$ cat src/hdl/rlbc_pkg.sv
// Shared types, constants and helper functions of the RGB LED crossfade buffer.
// No dependencies; used by the design modules and the testbench by scoped names.
package rlbc_pkg;

   localparam int NUM_LEDS      = 8;
   localparam int LEVEL_DIVISOR = 256;
   localparam int LEVEL_MAX     = 255;
   localparam int STORE_SIZE    = NUM_LEDS * 3;
   localparam int ADDR_W        = (STORE_SIZE > 1) ? $clog2(STORE_SIZE) : 1;
   localparam int COLOR_W       = 8;
   localparam int DIV_W         = 16;
   localparam int CNT_W         = $clog2(DIV_W);

   // Operation codes
   localparam logic [2:0] OP_SET      = 3'd0;
   localparam logic [2:0] OP_FADE_ONE = 3'd1;
   localparam logic [2:0] OP_FADE_ALL = 3'd2;
   localparam logic [2:0] OP_SET_ALL  = 3'd3;
   localparam logic [2:0] OP_RAW      = 3'd4;
   localparam logic [2:0] OP_READ     = 3'd5;

   // Channel register commands
   localparam logic [2:0] CHAN_HOLD = 3'd0;
   localparam logic [2:0] CHAN_RGB  = 3'd1;
   localparam logic [2:0] CHAN_ZERO = 3'd2;
   localparam logic [2:0] CHAN_READ = 3'd3;
   localparam logic [2:0] CHAN_FADE = 3'd4;

   // Store access commands
   localparam logic [2:0] MEM_NONE   = 3'd0;
   localparam logic [2:0] MEM_RD_ONE = 3'd1;
   localparam logic [2:0] MEM_WR_ONE = 3'd2;
   localparam logic [2:0] MEM_WR_ALL = 3'd3;
   localparam logic [2:0] MEM_WR_RAW = 3'd4;

   typedef struct packed {
      logic [2:0]         operation;
      logic [2:0]         led_index;
      logic [4:0]         byte_index;
      logic [COLOR_W-1:0] red;
      logic [COLOR_W-1:0] green;
      logic [COLOR_W-1:0] blue;
      logic [7:0]         byte_value;
      logic [7:0]         strength;
   } rlbc_req_type;

   typedef struct packed {
      logic [COLOR_W-1:0] led_red;
      logic [COLOR_W-1:0] led_green;
      logic [COLOR_W-1:0] led_blue;
   } rlbc_rsp_type;

   typedef struct packed {
      logic              load_req;
      logic [2:0]        chan_op;
      logic [2:0]        mem_op;
      logic [1:0]        ch;
      logic [ADDR_W-1:0] addr;
      logic              div_long;
      logic              div_short;
   } rlbc_cmd_type;

   typedef struct packed {
      logic [2:0] operation;
      logic       led_ok;
      logic       pos_ok;
      logic       div_done;
   } rlbc_status_type;

   // LED that holds a byte position: pos / 3 for any 5-bit position.
   function automatic logic [3:0] div3(input logic [4:0] pos);
      logic [8:0] prod;
      prod = 9'(pos) * 9'd11;
      return prod[8:5];
   endfunction

   // First byte position of an LED.
   function automatic logic [5:0] mul3(input logic [3:0] led);
      return 6'({led, 1'b0}) + 6'(led);
   endfunction

endpackage

$ cat src/hdl/rgb_led_buffer_crossfade_unit.sv
// Top level of the RGB LED color buffer with crossfade.
// Depends on rlbc_pkg, rlbc_ctrl, rlbc_datapath (and rlbc_divider below it).
//
//   channel    | ports                       | handshake
//   -----------+-----------------------------+------------------------------
//   request    | start, busy, req_item       | taken when start && !busy
//   response   | rsp_valid, rsp_item         | one-cycle strobe, no backpressure
//
// A bad index or an unused operation goes from decode straight to the strobe. Each color
// channel of a fade runs the shared divider twice (16 quotient bits, then 8); writes to the
// store move a byte a cycle, while each read waits for its data before the next is issued.
// busy stays high from the accept through the strobe cycle; the next transaction can be
// accepted in the cycle after the strobe. Synchronous reset clears the controller, divider
// control and the store's valid bits. The receiver cannot stall: each result shows once.
module rgb_led_buffer_crossfade_unit (
   input  logic                   clock,
   input  logic                   reset,
   input  logic                   start,
   output logic                   busy,
   input  rlbc_pkg::rlbc_req_type req_item,
   output logic                   rsp_valid,
   output rlbc_pkg::rlbc_rsp_type rsp_item
);

   rlbc_pkg::rlbc_cmd_type    cmd;
   rlbc_pkg::rlbc_status_type status;

   // Sequence each transaction: decode, store accesses, divider runs, strobe.
   rlbc_ctrl u_ctrl (
      .clock     (clock),
      .reset     (reset),
      .start     (start),
      .status    (status),
      .cmd       (cmd),
      .busy      (busy),
      .rsp_valid (rsp_valid)
   );

   // Hold the store, the working color and the fade arithmetic.
   rlbc_datapath u_datapath (
      .clock    (clock),
      .reset    (reset),
      .cmd      (cmd),
      .req_item (req_item),
      .status   (status),
      .rsp_item (rsp_item)
   );

endmodule

$ cat src/hdl/rlbc_divider.sv
// Shared restoring divider, one quotient bit per cycle, for the crossfade step.
// Depends on rlbc_pkg.
module rlbc_divider (
   input  logic                      clock,
   input  logic                      reset,
   input  logic                      start,
   input  logic                      short_div,
   input  logic [rlbc_pkg::DIV_W-1:0] dividend,
   input  logic [rlbc_pkg::DIV_W-1:0] divisor,
   output logic                      done,
   output logic [rlbc_pkg::DIV_W-1:0] quotient
);

   logic                           busy_ff, busy_in;
   logic                           done_ff, done_in;
   logic [rlbc_pkg::CNT_W-1:0]     cnt_ff, cnt_in;
   logic [rlbc_pkg::DIV_W-1:0]     rem_ff, rem_in;
   logic [rlbc_pkg::DIV_W-1:0]     quo_ff, quo_in;
   logic [rlbc_pkg::DIV_W-1:0]     den_ff, den_in;
   logic [rlbc_pkg::DIV_W:0]       shifted;
   logic [rlbc_pkg::DIV_W:0]       trial;
   logic                           fits;

   always_comb begin
      shifted = {rem_ff, quo_ff[rlbc_pkg::DIV_W-1]};
      trial   = shifted - {1'b0, den_ff};
      fits    = shifted >= {1'b0, den_ff};
      busy_in = busy_ff;
      done_in = 1'b0;
      cnt_in  = cnt_ff;
      rem_in  = rem_ff;
      quo_in  = quo_ff;
      den_in  = den_ff;
      if (start) begin
         busy_in = 1'b1;
         rem_in  = '0;
         den_in  = divisor;
         if (short_div) begin
            // Narrow dividend: align it to the top and run only its bits.
            quo_in = {dividend[rlbc_pkg::COLOR_W-1:0],
                      (rlbc_pkg::DIV_W-rlbc_pkg::COLOR_W)'(0)};
            cnt_in = rlbc_pkg::CNT_W'(rlbc_pkg::COLOR_W - 1);
         end else begin
            quo_in = dividend;
            cnt_in = rlbc_pkg::CNT_W'(rlbc_pkg::DIV_W - 1);
         end
      end else if (busy_ff) begin
         rem_in = fits ? trial[rlbc_pkg::DIV_W-1:0] : shifted[rlbc_pkg::DIV_W-1:0];
         quo_in = {quo_ff[rlbc_pkg::DIV_W-2:0], fits};
         cnt_in = cnt_ff - 1'b1;
         if (cnt_ff == '0) begin
            busy_in = 1'b0;
            done_in = 1'b1;
         end
      end
   end

   always_ff @(posedge clock) begin
      if (reset) begin
         busy_ff <= 1'b0;
         done_ff <= 1'b0;
         cnt_ff  <= '0;
      end else begin
         busy_ff <= busy_in;
         done_ff <= done_in;
         cnt_ff  <= cnt_in;
      end
   end

   always_ff @(posedge clock) begin
      rem_ff <= rem_in;
      quo_ff <= quo_in;
      den_ff <= den_in;
   end

   assign done     = done_ff;
   assign quotient = quo_ff;

endmodule

$ cat src/hdl/rlbc_datapath.sv
// Datapath of the LED crossfade buffer: color store, channel registers,
// fade arithmetic around the shared divider. Depends on rlbc_pkg, rlbc_divider.
module rlbc_datapath (
   input  logic                       clock,
   input  logic                       reset,
   input  rlbc_pkg::rlbc_cmd_type     cmd,
   input  rlbc_pkg::rlbc_req_type     req_item,
   output rlbc_pkg::rlbc_status_type  status,
   output rlbc_pkg::rlbc_rsp_type     rsp_item
);

   rlbc_pkg::rlbc_req_type             req_ff, req_in;
   logic [rlbc_pkg::ADDR_W-1:0]        base_ff, base_in;
   logic [rlbc_pkg::COLOR_W-1:0]       chan_ff [3];
   logic [rlbc_pkg::COLOR_W-1:0]       chan_in [3];
   logic [rlbc_pkg::COLOR_W-1:0]       rdata_ff;
   logic [rlbc_pkg::COLOR_W-1:0]       store_ff [rlbc_pkg::STORE_SIZE];
   logic                               valid_ff [rlbc_pkg::STORE_SIZE];

   logic [rlbc_pkg::ADDR_W-1:0]        addr;
   logic                               wr_en;
   logic [rlbc_pkg::COLOR_W-1:0]       wr_data;
   logic [rlbc_pkg::COLOR_W-1:0]       cur;
   logic [rlbc_pkg::COLOR_W-1:0]       target;
   logic [rlbc_pkg::COLOR_W:0]         diff;
   logic [rlbc_pkg::COLOR_W:0]         diff_neg;
   logic                               d_neg;
   logic [rlbc_pkg::COLOR_W-1:0]       d_mag;
   logic [rlbc_pkg::DIV_W-1:0]         div_dividend;
   logic [rlbc_pkg::DIV_W-1:0]         div_divisor;
   logic                               div_done;
   logic [rlbc_pkg::DIV_W-1:0]         div_quotient;
   logic [rlbc_pkg::COLOR_W+1:0]       sum;
   logic [rlbc_pkg::COLOR_W-1:0]       faded;

   // Request capture and first byte position of the addressed LED.
   always_comb begin
      req_in  = req_ff;
      base_in = base_ff;
      if (cmd.load_req) begin
         req_in = req_item;
         if (req_item.operation == rlbc_pkg::OP_RAW) begin
            base_in = rlbc_pkg::ADDR_W'(rlbc_pkg::mul3(rlbc_pkg::div3(req_item.byte_index)));
         end else begin
            base_in = rlbc_pkg::ADDR_W'(rlbc_pkg::mul3({1'b0, req_item.led_index}));
         end
      end
   end

   always_ff @(posedge clock) begin
      req_ff  <= req_in;
      base_ff <= base_in;
   end

   // Channel under work and its target.
   always_comb begin
      case (cmd.ch)
         2'd0: begin
            cur    = chan_ff[0];
            target = req_ff.red;
         end
         2'd1: begin
            cur    = chan_ff[1];
            target = req_ff.green;
         end
         default: begin
            cur    = chan_ff[2];
            target = req_ff.blue;
         end
      endcase
   end

   // Quotient sign follows the sign of the difference; a zero difference
   // divides by one so the first quotient is the level divisor itself.
   always_comb begin
      diff     = {1'b0, target} - {1'b0, cur};
      diff_neg = '0 - diff;
      d_neg    = diff[rlbc_pkg::COLOR_W];
      d_mag    = d_neg ? diff_neg[rlbc_pkg::COLOR_W-1:0] : diff[rlbc_pkg::COLOR_W-1:0];
      if (cmd.div_long) begin
         div_dividend = rlbc_pkg::DIV_W'(rlbc_pkg::LEVEL_DIVISOR);
         div_divisor  = (d_mag == '0) ? rlbc_pkg::DIV_W'(1) : rlbc_pkg::DIV_W'(d_mag);
      end else begin
         div_dividend = rlbc_pkg::DIV_W'(req_ff.strength);
         div_divisor  = div_quotient;
      end
   end

   rlbc_divider u_divider (
      .clock     (clock),
      .reset     (reset),
      .start     (cmd.div_long | cmd.div_short),
      .short_div (cmd.div_short),
      .dividend  (div_dividend),
      .divisor   (div_divisor),
      .done      (div_done),
      .quotient  (div_quotient)
   );

   // Apply the step and clamp to 0..LEVEL_MAX.
   always_comb begin
      if (d_neg) begin
         sum = {2'b00, cur} - {2'b00, div_quotient[rlbc_pkg::COLOR_W-1:0]};
      end else begin
         sum = {2'b00, cur} + {2'b00, div_quotient[rlbc_pkg::COLOR_W-1:0]};
      end
      if (sum[rlbc_pkg::COLOR_W+1]) begin
         faded = '0;
      end else if (sum > (rlbc_pkg::COLOR_W+2)'(rlbc_pkg::LEVEL_MAX)) begin
         faded = rlbc_pkg::COLOR_W'(rlbc_pkg::LEVEL_MAX);
      end else begin
         faded = sum[rlbc_pkg::COLOR_W-1:0];
      end
   end

   always_comb begin
      for (int k = 0; k < 3; k++) begin
         chan_in[k] = chan_ff[k];
         case (cmd.chan_op)
            rlbc_pkg::CHAN_RGB: begin
               chan_in[k] = (k == 0) ? req_ff.red : ((k == 1) ? req_ff.green : req_ff.blue);
            end
            rlbc_pkg::CHAN_ZERO: begin
               chan_in[k] = '0;
            end
            rlbc_pkg::CHAN_READ: begin
               if (2'(k) == cmd.ch) chan_in[k] = rdata_ff;
            end
            rlbc_pkg::CHAN_FADE: begin
               if (2'(k) == cmd.ch) chan_in[k] = faded;
            end
            default: begin
               chan_in[k] = chan_ff[k];
            end
         endcase
      end
   end

   always_ff @(posedge clock) begin
      for (int k = 0; k < 3; k++) begin
         chan_ff[k] <= chan_in[k];
      end
   end

   // Store port: one access per cycle.
   always_comb begin
      wr_en   = 1'b0;
      wr_data = cur;
      case (cmd.mem_op)
         rlbc_pkg::MEM_RD_ONE: begin
            addr = base_ff + rlbc_pkg::ADDR_W'(cmd.ch);
         end
         rlbc_pkg::MEM_WR_ONE: begin
            addr  = base_ff + rlbc_pkg::ADDR_W'(cmd.ch);
            wr_en = 1'b1;
         end
         rlbc_pkg::MEM_WR_ALL: begin
            addr  = cmd.addr;
            wr_en = 1'b1;
         end
         rlbc_pkg::MEM_WR_RAW: begin
            addr    = rlbc_pkg::ADDR_W'(req_ff.byte_index);
            wr_en   = 1'b1;
            wr_data = req_ff.byte_value;
         end
         default: begin
            addr = '0;
         end
      endcase
   end

   always_ff @(posedge clock) begin
      if (wr_en) begin
         store_ff[addr] <= wr_data;
      end
      rdata_ff <= valid_ff[addr] ? store_ff[addr] : '0;
   end

   // Entries never written since reset read as zero.
   always_ff @(posedge clock) begin
      if (reset) begin
         for (int i = 0; i < rlbc_pkg::STORE_SIZE; i++) begin
            valid_ff[i] <= 1'b0;
         end
      end else if (wr_en) begin
         valid_ff[addr] <= 1'b1;
      end
   end

   assign status.operation = req_ff.operation;
   assign status.led_ok    = 32'(req_ff.led_index) < 32'(rlbc_pkg::NUM_LEDS);
   assign status.pos_ok    = 32'(req_ff.byte_index) < 32'(rlbc_pkg::STORE_SIZE);
   assign status.div_done  = div_done;

   assign rsp_item.led_red   = chan_ff[0];
   assign rsp_item.led_green = chan_ff[1];
   assign rsp_item.led_blue  = chan_ff[2];

endmodule

$ cat src/hdl/rlbc_ctrl.sv
// Controller of the LED crossfade buffer: sequences store accesses and the
// divider per operation. Depends on rlbc_pkg.
module rlbc_ctrl (
   input  logic                      clock,
   input  logic                      reset,
   input  logic                      start,
   input  rlbc_pkg::rlbc_status_type status,
   output rlbc_pkg::rlbc_cmd_type    cmd,
   output logic                      busy,
   output logic                      rsp_valid
);

   localparam logic [3:0] ST_IDLE     = 4'd0;
   localparam logic [3:0] ST_DECODE   = 4'd1;
   localparam logic [3:0] ST_RD_ISSUE = 4'd2;
   localparam logic [3:0] ST_RD_WAIT  = 4'd3;
   localparam logic [3:0] ST_DIV1     = 4'd4;
   localparam logic [3:0] ST_WAIT1    = 4'd5;
   localparam logic [3:0] ST_WAIT2    = 4'd6;
   localparam logic [3:0] ST_WR_ONE   = 4'd7;
   localparam logic [3:0] ST_WR_ALL   = 4'd8;
   localparam logic [3:0] ST_WR_RAW   = 4'd9;
   localparam logic [3:0] ST_DONE     = 4'd10;

   logic [3:0]                    state_ff, state_in;
   logic [1:0]                    ch_ff, ch_in;
   logic [rlbc_pkg::ADDR_W-1:0]   addr_ff, addr_in;
   logic                          last_ch;

   assign last_ch = (ch_ff == 2'd2);

   always_comb begin
      state_in      = state_ff;
      ch_in         = ch_ff;
      addr_in       = addr_ff;
      cmd           = '0;
      cmd.ch        = ch_ff;
      cmd.addr      = addr_ff;
      case (state_ff)
         ST_IDLE: begin
            if (start) begin
               cmd.load_req = 1'b1;
               ch_in        = 2'd0;
               addr_in      = '0;
               state_in     = ST_DECODE;
            end
         end
         ST_DECODE: begin
            case (status.operation)
               rlbc_pkg::OP_SET: begin
                  cmd.chan_op = status.led_ok ? rlbc_pkg::CHAN_RGB : rlbc_pkg::CHAN_ZERO;
                  state_in    = status.led_ok ? ST_WR_ONE : ST_DONE;
               end
               rlbc_pkg::OP_FADE_ONE, rlbc_pkg::OP_READ: begin
                  if (!status.led_ok) cmd.chan_op = rlbc_pkg::CHAN_ZERO;
                  state_in = status.led_ok ? ST_RD_ISSUE : ST_DONE;
               end
               rlbc_pkg::OP_FADE_ALL: begin
                  // Fade from black toward the target.
                  cmd.chan_op = rlbc_pkg::CHAN_ZERO;
                  state_in    = ST_DIV1;
               end
               rlbc_pkg::OP_SET_ALL: begin
                  cmd.chan_op = rlbc_pkg::CHAN_RGB;
                  state_in    = ST_WR_ALL;
               end
               rlbc_pkg::OP_RAW: begin
                  if (!status.pos_ok) cmd.chan_op = rlbc_pkg::CHAN_ZERO;
                  state_in = status.pos_ok ? ST_WR_RAW : ST_DONE;
               end
               default: begin
                  cmd.chan_op = rlbc_pkg::CHAN_ZERO;
                  state_in    = ST_DONE;
               end
            endcase
         end
         ST_RD_ISSUE: begin
            cmd.mem_op = rlbc_pkg::MEM_RD_ONE;
            state_in   = ST_RD_WAIT;
         end
         ST_RD_WAIT: begin
            cmd.chan_op = rlbc_pkg::CHAN_READ;
            if (last_ch) begin
               ch_in    = 2'd0;
               state_in = (status.operation == rlbc_pkg::OP_FADE_ONE) ? ST_DIV1 : ST_DONE;
            end else begin
               ch_in    = ch_ff + 2'd1;
               state_in = ST_RD_ISSUE;
            end
         end
         ST_DIV1: begin
            cmd.div_long = 1'b1;
            state_in     = ST_WAIT1;
         end
         ST_WAIT1: begin
            if (status.div_done) begin
               cmd.div_short = 1'b1;
               state_in      = ST_WAIT2;
            end
         end
         ST_WAIT2: begin
            if (status.div_done) begin
               cmd.chan_op = rlbc_pkg::CHAN_FADE;
               if (last_ch) begin
                  ch_in    = 2'd0;
                  addr_in  = '0;
                  state_in = (status.operation == rlbc_pkg::OP_FADE_ONE) ? ST_WR_ONE : ST_WR_ALL;
               end else begin
                  ch_in    = ch_ff + 2'd1;
                  state_in = ST_DIV1;
               end
            end
         end
         ST_WR_ONE: begin
            cmd.mem_op = rlbc_pkg::MEM_WR_ONE;
            if (last_ch) begin
               ch_in    = 2'd0;
               state_in = ST_DONE;
            end else begin
               ch_in = ch_ff + 2'd1;
            end
         end
         ST_WR_ALL: begin
            cmd.mem_op = rlbc_pkg::MEM_WR_ALL;
            ch_in      = last_ch ? 2'd0 : ch_ff + 2'd1;
            addr_in    = addr_ff + 1'b1;
            if (addr_ff == rlbc_pkg::ADDR_W'(rlbc_pkg::STORE_SIZE - 1)) begin
               ch_in    = 2'd0;
               addr_in  = '0;
               state_in = ST_DONE;
            end
         end
         ST_WR_RAW: begin
            cmd.mem_op = rlbc_pkg::MEM_WR_RAW;
            ch_in      = 2'd0;
            state_in   = ST_RD_ISSUE;
         end
         ST_DONE: begin
            state_in = ST_IDLE;
         end
         default: begin
            state_in = ST_IDLE;
         end
      endcase
   end

   always_ff @(posedge clock) begin
      if (reset) begin
         state_ff <= ST_IDLE;
         ch_ff    <= 2'd0;
         addr_ff  <= '0;
      end else begin
         state_ff <= state_in;
         ch_ff    <= ch_in;
         addr_ff  <= addr_in;
      end
   end

   assign busy      = (state_ff != ST_IDLE);
   assign rsp_valid = (state_ff == ST_DONE);

endmodule

$ cat config.mk
export PLATFORM = sky130hd
export DESIGN_NAME = rgb_led_buffer_crossfade_unit
export DESIGN_NICKNAME = d
export VERILOG_FILES = /design/src/hdl/rlbc_pkg.sv /design/src/hdl/rgb_led_buffer_crossfade_unit.sv /design/src/hdl/rlbc_divider.sv /design/src/hdl/rlbc_datapath.sv /design/src/hdl/rlbc_ctrl.sv
export SDC_FILE = /design/constraint.sdc
export NUM_CORES = 1
export LEC_CHECK = 0
export ABC_AREA = 1
export BUFFER_PORTS_ARGS = -buffer_cell sky130_fd_sc_hd__buf_2
export CAP_MARGIN = 10
export CORE_UTILIZATION = 56
export DETAILED_ROUTE_END_ITERATION = 6
export GPL_TIMING_DRIVEN = 0
export PLACE_DENSITY = 0.76
export SETUP_SLACK_MARGIN = 0.15
export SLEW_MARGIN = 10
export SYNTH_ARGS = -nofsm -noshare
export SYNTH_HDL_FRONTEND = slang
export SYNTH_SLANG_ARGS = --single-unit
$ cat constraint.sdc
create_clock -name clock -period 3.5 [get_ports clock]
set_input_delay 0.175 -clock clock [delete_from_list [all_inputs] [get_ports clock]]
set_output_delay 0.175 -clock clock [all_outputs]
set_load 0.1 [all_outputs]
==> flow_summary.toml <==
[hold_path]
holdPathEnd = "u_datapath.req_ff[44]"
hp-start = "start"
hold_depth = 3
hold_path_class = "input port to flop"

[global_routing]
grt_antenna_before_repair = 0
grt-ovfl-total = 0
grt_pass1_vias = 14600
grt_use_total = 0.288
grt_pass1_wl_um = 75400
grt_max_degree = 26

[placement]
place_congestion = 0.948
dp_hpwl_um = 34600
port_buffers = 78

[cts]
root_buffer = "clkbuf_16"
clkSinkCount = 374
cts.clk_slew.worst_paths_ns = 0.07
cts.path.max_buffers = 3
htreeDepth = 2
clk_latency_ns = 0.55
cts_tree = "built"
numCtsBuffers = 40

[final_layout]
syn2layout_area_growth_pct = 17.2
final_common_cell = "nand2_1"
fin_util = 0.670
final_nets = 2380
layout-drive-gt1-share = 0.125
antenna_cells = 0
final_cell_mix = "720 x nand2_1, 301 x edfxtp_1, 190 x nand3_1"
nFillCells = 2525

[setup_path]
path_max_fanout = 10
ff2ff_path_depth = 8
r2r-end = "u_datapath.store_ff[0][2]"
required_ns = 3.67
crit_type = "flop to flop"
cp-end-kind = "flop"
start_kind = "flop"
ff2ff_setup_slack_ns = 0.14
critPathArrivalTime_ns = 3.53
r2r-start = "u_ctrl.ch_ff[0]"

[route]
via_per_inst = 5.60
firstDrtPassIters = 6
wl_um = 48900
drcViolationCount = 0
drtIter0Drc = 1516
wl_per_cell_um = 17.9
ant_nets = 0
vias = 15300

[floorplanning]
die_area_mm2 = 0.0340
die_y_um = 184
core_region_area_mm2 = 0.0326
die_w_um = 184
start_util = 0.571
io_pins = 80
fp-row-count = 66

[sta]
worst_slew_pin_slew_ns = 0.898
slew_headroom = 0.402
rsz0062_at_grt = "yes"
fin_skew_ns = 0.0274
hold_viol = 0
holdWs_ns = 0.133
fin_crit_sh = 0.960
clock.fmax_ghz = 0.298
min_period_ns = 3.36
setup_viol = 0
finalMaxSlewViolations = 0

[synthesis]
syn-num-nets = 2195
synth_warnings = 0
synth_edf_count = 301
ys.flop_type = "edfxtp_1"
ys_async_sr_fraction = 0
syn_inst = 2071
ys_seq_area_frac = 0.564
ys_ff_latch = 374
synth_area_mm2 = 0.0186
syn_avg_cell_area_um2 = 9.00
synthDistinctLibCells = 49

[outcome]
outcome = "completed"

[power]
ir_worst_vdd_uv = 686
p_per_area_mw_per_mm2 = 796
total_power_w = 0.0174
p_leak_nw = 9.47

[job]
max-cap-violations = 0
-- how the worst max path moves through the flow --
stage                        startpoint                             end  slack, ns
6_report                u_ctrl.ch_ff[0]       u_datapath.store_ff[0][2]       0.14
5_1_grt                 u_ctrl.ch_ff[0]      u_datapath.store_ff[16][6]       0.03
4_1_cts                 u_ctrl.ch_ff[1]  u_datapath.u_divider.den_ff[0]       0.13
3_5_place_dp            u_ctrl.ch_ff[1]  u_datapath.u_divider.den_ff[0]      -0.66
3_3_place_gp            u_ctrl.ch_ff[1]      u_datapath.store_ff[11][7]      -1.60
2_1_floorplan  u_datapath.chan_ff[0][1]  u_datapath.u_divider.den_ff[0]       0.18
-- flip-flops by register name (all words and copies together) (netlist names), 4 cells and up --
signal and cells:
u_datapath.u_divider.cnt_ff 4, u_datapath.u_divider.rem_ff 16, u_datapath.chan_ff 24, u_ctrl.addr_ff 5, u_datapath.store_ff 192, u_datapath.base_ff 5
u_datapath.req_ff 45, u_ctrl.state_ff 4, u_datapath.u_divider.den_ff 16, u_datapath.valid_ff 32, u_datapath.u_divider.quotient 16, u_datapath.rdata_ff 8
-- layout make-up --
type,count,area [µm²],area share
sequential,374,10500,0.481
multi-input combinational,1451,7340,0.336
timing repair buffer,143,1120,0.0511
clock buffer,48,1070,0.0492
inverter,182,689,0.0316
tap,442,553,0.0253
buffer,64,343,0.0157
clock inverter,26,216,0.00991
-- report_power, final --
part           total [W]  switching [W]  internal (W)
logic            0.00712        0.00506       0.00206
registers        0.00607       0.000248       0.00582
clock network    0.00419        0.00177       0.00242
-- timing repair --
action	in CTS	in global routing
buffers inserted	0	6
pin swaps	0	6
endpoints found under the setup margin	95	147
hold endpoints to repair	49	0
hold buffers	49	0
resized for setup	26	54
-- worst max-delay path, stage by stage (launching register included) --
cell	delay [ns]
dfxtp_4	0.38
ha_1	0.23
fa_1	0.47
nand2_1	0.08
nand2_1	0.18
buf_2	0.27
nor2_4	0.31
nand2_1	0.33
nor2_1	0.71
-- synth_stat cells, types with 12 or more instances --
| library cell | instances | share of area |
|---|---|---|
| nand2_1 | 727 | 0.15 |
| edfxtp_1 | 301 | 0.49 |
| nand3_1 | 190 | 0.051 |
| nor2_1 | 189 | 0.038 |
| inv_1 | 170 | 0.034 |
| dfxtp_1 | 73 | 0.078 |
| ha_1 | 62 | 0.042 |
| o21ai_0 | 59 | 0.016 |
| a21oi_1 | 53 | 0.014 |
| clkbuf_1 | 32 | 0.0064 |
| xor2_1 | 21 | 0.0099 |
| nand3b_1 | 18 | 0.0073 |
| buf_2 | 16 | 0.0043 |
| nor3_1 | 13 | 0.0035 |
| buf_4 | 12 | 0.0048 |
-- layer usage --
layer | track usage | share of wire
met2 | 0.481 | 0.48
met4 | 0.108 | 0.033
met3 | 0.0354 | 0.078
met5 | 0 | 0
met1 | 0.383 | 0.41
-- metrics by stage --
step                TNS [ns]  std cells  instance area (µm²)  setup slack (ns)
floorplan                  0       2071                18600             0.183
global placement     -229.70       2591                19600             -1.60
detailed placement    -14.78       2601                19800            -0.661
CTS                        0       2724                21600             0.131
global route               0       2730                21800            0.0316
finish                     0       2730                21800             0.140
-- logic make-up after synthesis --
family / count (synthesis) / share of synthesized area
DFF: 374 / 0.564
buffers and inverters: 246 / 0.0539
and+or+nand+nor: 1175 / 0.262
adders and majority gates: 70 / 0.0502
xor gates and xnor gates: 32 / 0.0150
AOI/OAI and AO/OA: 174 / 0.0549
No activity file was read; power rests on OpenSTA's default activity.
